==> src/tnc_mul.sv <==
module tnc_mul #(
   parameter int AW = 33
) (
   input  logic            clock,
   input  logic            en,
   input  logic [AW-1:0]   a,
   input  logic [AW-1:0]   b,
   output logic [2*AW-1:0] p
);

   localparam int H = (AW + 1) / 2;

   logic [H-1:0]    a_lo, a_hi, b_lo, b_hi;
   logic [2*H-1:0]  ll_ff, lh_ff, hl_ff, hh_ff;
   logic [4*H-1:0]  sum;
   logic [2*AW-1:0] p_in, p_ff;

   assign a_lo = a[H-1:0];
   assign b_lo = b[H-1:0];
   assign a_hi = H'(a[AW-1:H]);
   assign b_hi = H'(b[AW-1:H]);

   // partial products, then recombine
   always_ff @(posedge clock) begin
      if (en) begin
         ll_ff <= (2*H)'(a_lo) * (2*H)'(b_lo);
         lh_ff <= (2*H)'(a_lo) * (2*H)'(b_hi);
         hl_ff <= (2*H)'(a_hi) * (2*H)'(b_lo);
         hh_ff <= (2*H)'(a_hi) * (2*H)'(b_hi);
      end
   end

   always_comb begin
      sum  = (4*H)'(ll_ff) + ((4*H)'(lh_ff) << H) + ((4*H)'(hl_ff) << H)
           + ((4*H)'(hh_ff) << (2*H));
      p_in = sum[2*AW-1:0];
   end

   always_ff @(posedge clock) begin
      if (en) p_ff <= p_in;
   end

   assign p = p_ff;

endmodule

==> config.mk <==
export PLATFORM = sky130hd
export DESIGN_NAME = tnc_mul
export DESIGN_NICKNAME = d
export VERILOG_FILES = /design/src/tnc_mul.sv
export SDC_FILE = /design/constraint.sdc
export NUM_CORES = 2
export LEC_CHECK = 0
export ABC_CLOCK_PERIOD_IN_PS = 19400
export BUFFER_PORTS_ARGS = -buffer_cell sky130_fd_sc_hd__buf_2
export CAP_MARGIN = 20
export CORE_MARGIN = 1.5
export CORE_UTILIZATION = 39
export DETAILED_ROUTE_END_ITERATION = 10
export GPL_TIMING_DRIVEN = 0
export PLACE_DENSITY_LB_ADDON = 0.08
export SLEW_MARGIN = 20
export SYNTH_ARGS = -nofsm -noshare
export SYNTH_HDL_FRONTEND = slang
export SYNTH_SLANG_ARGS = --single-unit
==> constraint.sdc <==
create_clock -name clock -period 19.4 [get_ports clock]
set_input_delay 3.88 -clock clock [delete_from_list [all_inputs] [get_ports clock]]
set_output_delay 3.88 -clock clock [all_outputs]
set_load 0.01 [all_outputs]
==> impl_metrics.json <==
{
  "synthTopCellsByCount": "inv_1, fa_1, nand2_1",
  "max_clock_freq_mhz": 89.5,
  "cts_repair_resize_count": 0,
  "path_class": "primary input to flop",
  "hold-worst-slack_ps": 415,
  "synth.yosys.seq_area_share_pct": 13.5,
  "ys_seq_elements": 198,
  "worst_path_max_stage_delay_ps": 790,
  "antenna_found_initial": 37,
  "number_of_rows_in_the_core_area": 123,
  "io-pin-count": 134,
  "skew_ps": 24.4,
  "path_cells": "buf_2 -> clkbuf_1 -> nand2_1 -> fa_1 -> fa_1 -> fa_1 -> inv_1 -> fa_1 -> fa_1 -> inv_1 -> fa_1 -> inv_1 -> ha_1 -> and3_1 -> and2_1 -> o311a_1 -> o21ai_1 -> a311oi_1 -> or2_1 -> nor2b_1 -> a311oi_1 -> xnor2_1",
  "floorplan.die_area_um2": 115000,
  "timing.critical_path.fanout_max": 10,
  "avgViaCountPerCell": 5.11,
  "grt_use_total_pct": 26.4,
  "layout.nets": 6186,
  "clock_tree.buffer_depth": 2,
  "syn-instance-count": 4641,
  "post_synth.cell_area_avg_um2": 9.52,
  "grt_setup_unrepaired": "no",
  "clock_sinks": 198,
  "cell_type_with_the_largest_total_area_after_synthesis": "fa_1",
  "synth.top_cell.area_share_pct": 39.3,
  "fraction_of_layout_instances_using_a_drive_strength_above_1_pct": 3.81,
  "cp-end-kind": "flop",
  "fillCellCount": 11354,
  "area_fraction_in_compound_gates_after_synthesis_pct": 5.82,
  "grt_pass1_vias": 33736,
  "synth_enable_flop_cells": 198,
  "synthToLayoutAreaGrowth_pct": 7.34,
  "worst-path-buf-inv": 5,
  "maxSlewViolCount": 0,
  "worst_skew_pair.late_latency_ps": 520,
  "ys_types": 66,
  "wl_per_cell_um": 23.5,
  "final-hold-violation-count": 0,
  "die_height_um": 340,
  "largest_net_degree_at_the_start_of_global_routing": 89,
  "finalCriticalPeriod_ps": 11170,
  "route.detailed.drc": 0,
  "yosys_warnings": 0,
  "post_synth_arst_share_pct": 0,
  "total_clock_buffers_created_by_cts": 17,
  "yosys-top-cells-area": "fa_1, edfxtp_1, ha_1, inv_1, and2_1",
  "core_footprint_um2": 112000,
  "synth-simple-area-share_pct": 15.5,
  "finalWirelength_um": 148000,
  "post_synth_xor_area_fraction_pct": 3.05,
  "required_ps": 19610,
  "hold_buffers": 0,
  "effective_utilization_at_floorplan_pct": 39.3,
  "cell_at_the_root_of_the_clock_tree": "clkbuf_16",
  "grt_pass1_wl_um": 222000,
  "holdCritPathClass": "flop to flop",
  "maxSlewHeadroom_pct": 20.1,
  "cts_tree": "done",
  "place.port_buffers": 133,
  "area_of_the_multi_input_gates_um2": 33900,
  "synth_fa_ha_area_share_pct": 52.2,
  "worst-endpoint-arrival_ps": 11380,
  "cts.clk_slew.worst_paths_ps": 90,
  "gr_overflow_total": 0,
  "htreeDepth": 4,
  "synth_fp_nets": 6032,
  "result_of_the_run": "completed",
  "chipWidth_um": 340,
  "netlist_area_um2": 44200,
  "cts_setup_buffers": 0,
  "detailed_place_hpwl_um": 124000,
  "final_wtd_congestion": 0.933,
  "timing.critical_path.mode_cell": "fa_1",
  "final-seq-area_um2": 5950,
  "timing.max_cap.violations": 0,
  "synth.most_common_cell": "inv_1",
  "detail_route.iter0.violations": 2267,
  "combinational_family_with_the_most_area_after_synthesis": "adder cells",
  "ant_nets": 0,
  "synth-main-ff-cell": "edfxtp_1",
  "detailedRoute.firstPassIterationCount": 5,
  "path_delay_family": "adder cells",
  "final_design_utilization_pct": 42.2,
  "finalSetupViolCount": 0,
  "synth.area.mux_share_pct": 0.0226,
  "cp_slowest_cell": "clkbuf_1",
  "vias": 32321,
  "setup_tns_ps": 0,
  "post_route_fraction_of_the_period_consumed_by_the_critical_path_pct": 57.6,
  "tightest_pin_transition_ps": 1200,
  "worst_setup_path_start_kind": "primary input"
}
final cells by class:
| cell class | count | area share, % |
|---|---|---|
| Multi-Input combinational cell | 3270 | 71.4 |
| Sequential cell | 198 | 12.5 |
| Inverter | 966 | 7.64 |
| Tap cell | 1500 | 3.96 |
| Buffer | 207 | 1.64 |
| Timing Repair Buffer | 135 | 1.54 |
| Clock buffer | 17 | 0.897 |
| Clock inverter | 15 | 0.356 |
| Antenna cell | 13 | 0.0686 |
kinds of logic (layout without fill, tap and decap cells):
family                   after synthesis  after routing
multiplexers                           1              1
flip-flops                           198            198
XOR/XNOR                             154            154
AND/OR/NAND/NOR                     1395           1395
AO/OA/AOI/OAI                        397            397
buffers and inverters               1173           1340
other                                  0             13
adder cells (fa/ha/maj)             1323           1323
layout by cell type (no fill, tap or decap), drive strengths merged, types with 21 or more instances in the layout:
cell / instances
xnor2: 114
inv: 975
ha: 455
nand3: 30
edfxtp: 198
a21oi: 133
xor2: 40
nor2: 81
a21o: 60
o21a: 21
fa: 868
o21ai: 67
clkbuf: 224
buf: 135
and2: 517
nand2: 657
o21bai: 22
per-layer routing:
metal / vias up / GRT usage (%) / wire length, um / part of all wire [%]
li1: 14468 / - / - / -
met1: 16685 / 36.3 / 65200 / 44
met2: 960 / 42.6 / 69000 / 46
met3: 180 / 4.30 / 9190 / 6.2
met4: 28 / 8.57 / 4850 / 3.3
met5: - / 0 / 165 / 0.11
final timing paths:
path | startpoint | endpoint | slack, ps | cells after the start
setup / recovery | b[13] | hl_ff[29]$_DFFE_PP_ | 8230 | 22
hold / removal | ll_ff[3]$_DFFE_PP_ | p[3]$_DFFE_PP_ | 410 | 0
setup reg to reg | lh_ff[8]$_DFFE_PP_ | p[64]$_DFFE_PP_ | 14520 | 12
hold reg to reg | ll_ff[3]$_DFFE_PP_ | p[3]$_DFFE_PP_ | 410 | 0
sequential cells by signal (all words and copies together), names as in the netlist:
| signal | flops |
|---|---|
| ll_ff | 34 |
| hl_ff | 33 |
| hh_ff | 32 |
| p | 66 |
| lh_ff | 33 |
metrics by stage:
step	area, um2	setup WS [ps]	instances
5_1_grt	47400	8140	6309
2_1_floorplan	44200	9630	4641
3_5_place_dp	46800	7810	6276
4_1_cts	47400	8360	6308
6_report	47400	8230	6321
3_3_place_gp	46700	7470	6274
Power is not shown: default switching activity piles up to over one toggle a cycle in this logic, so the estimate is an artifact.
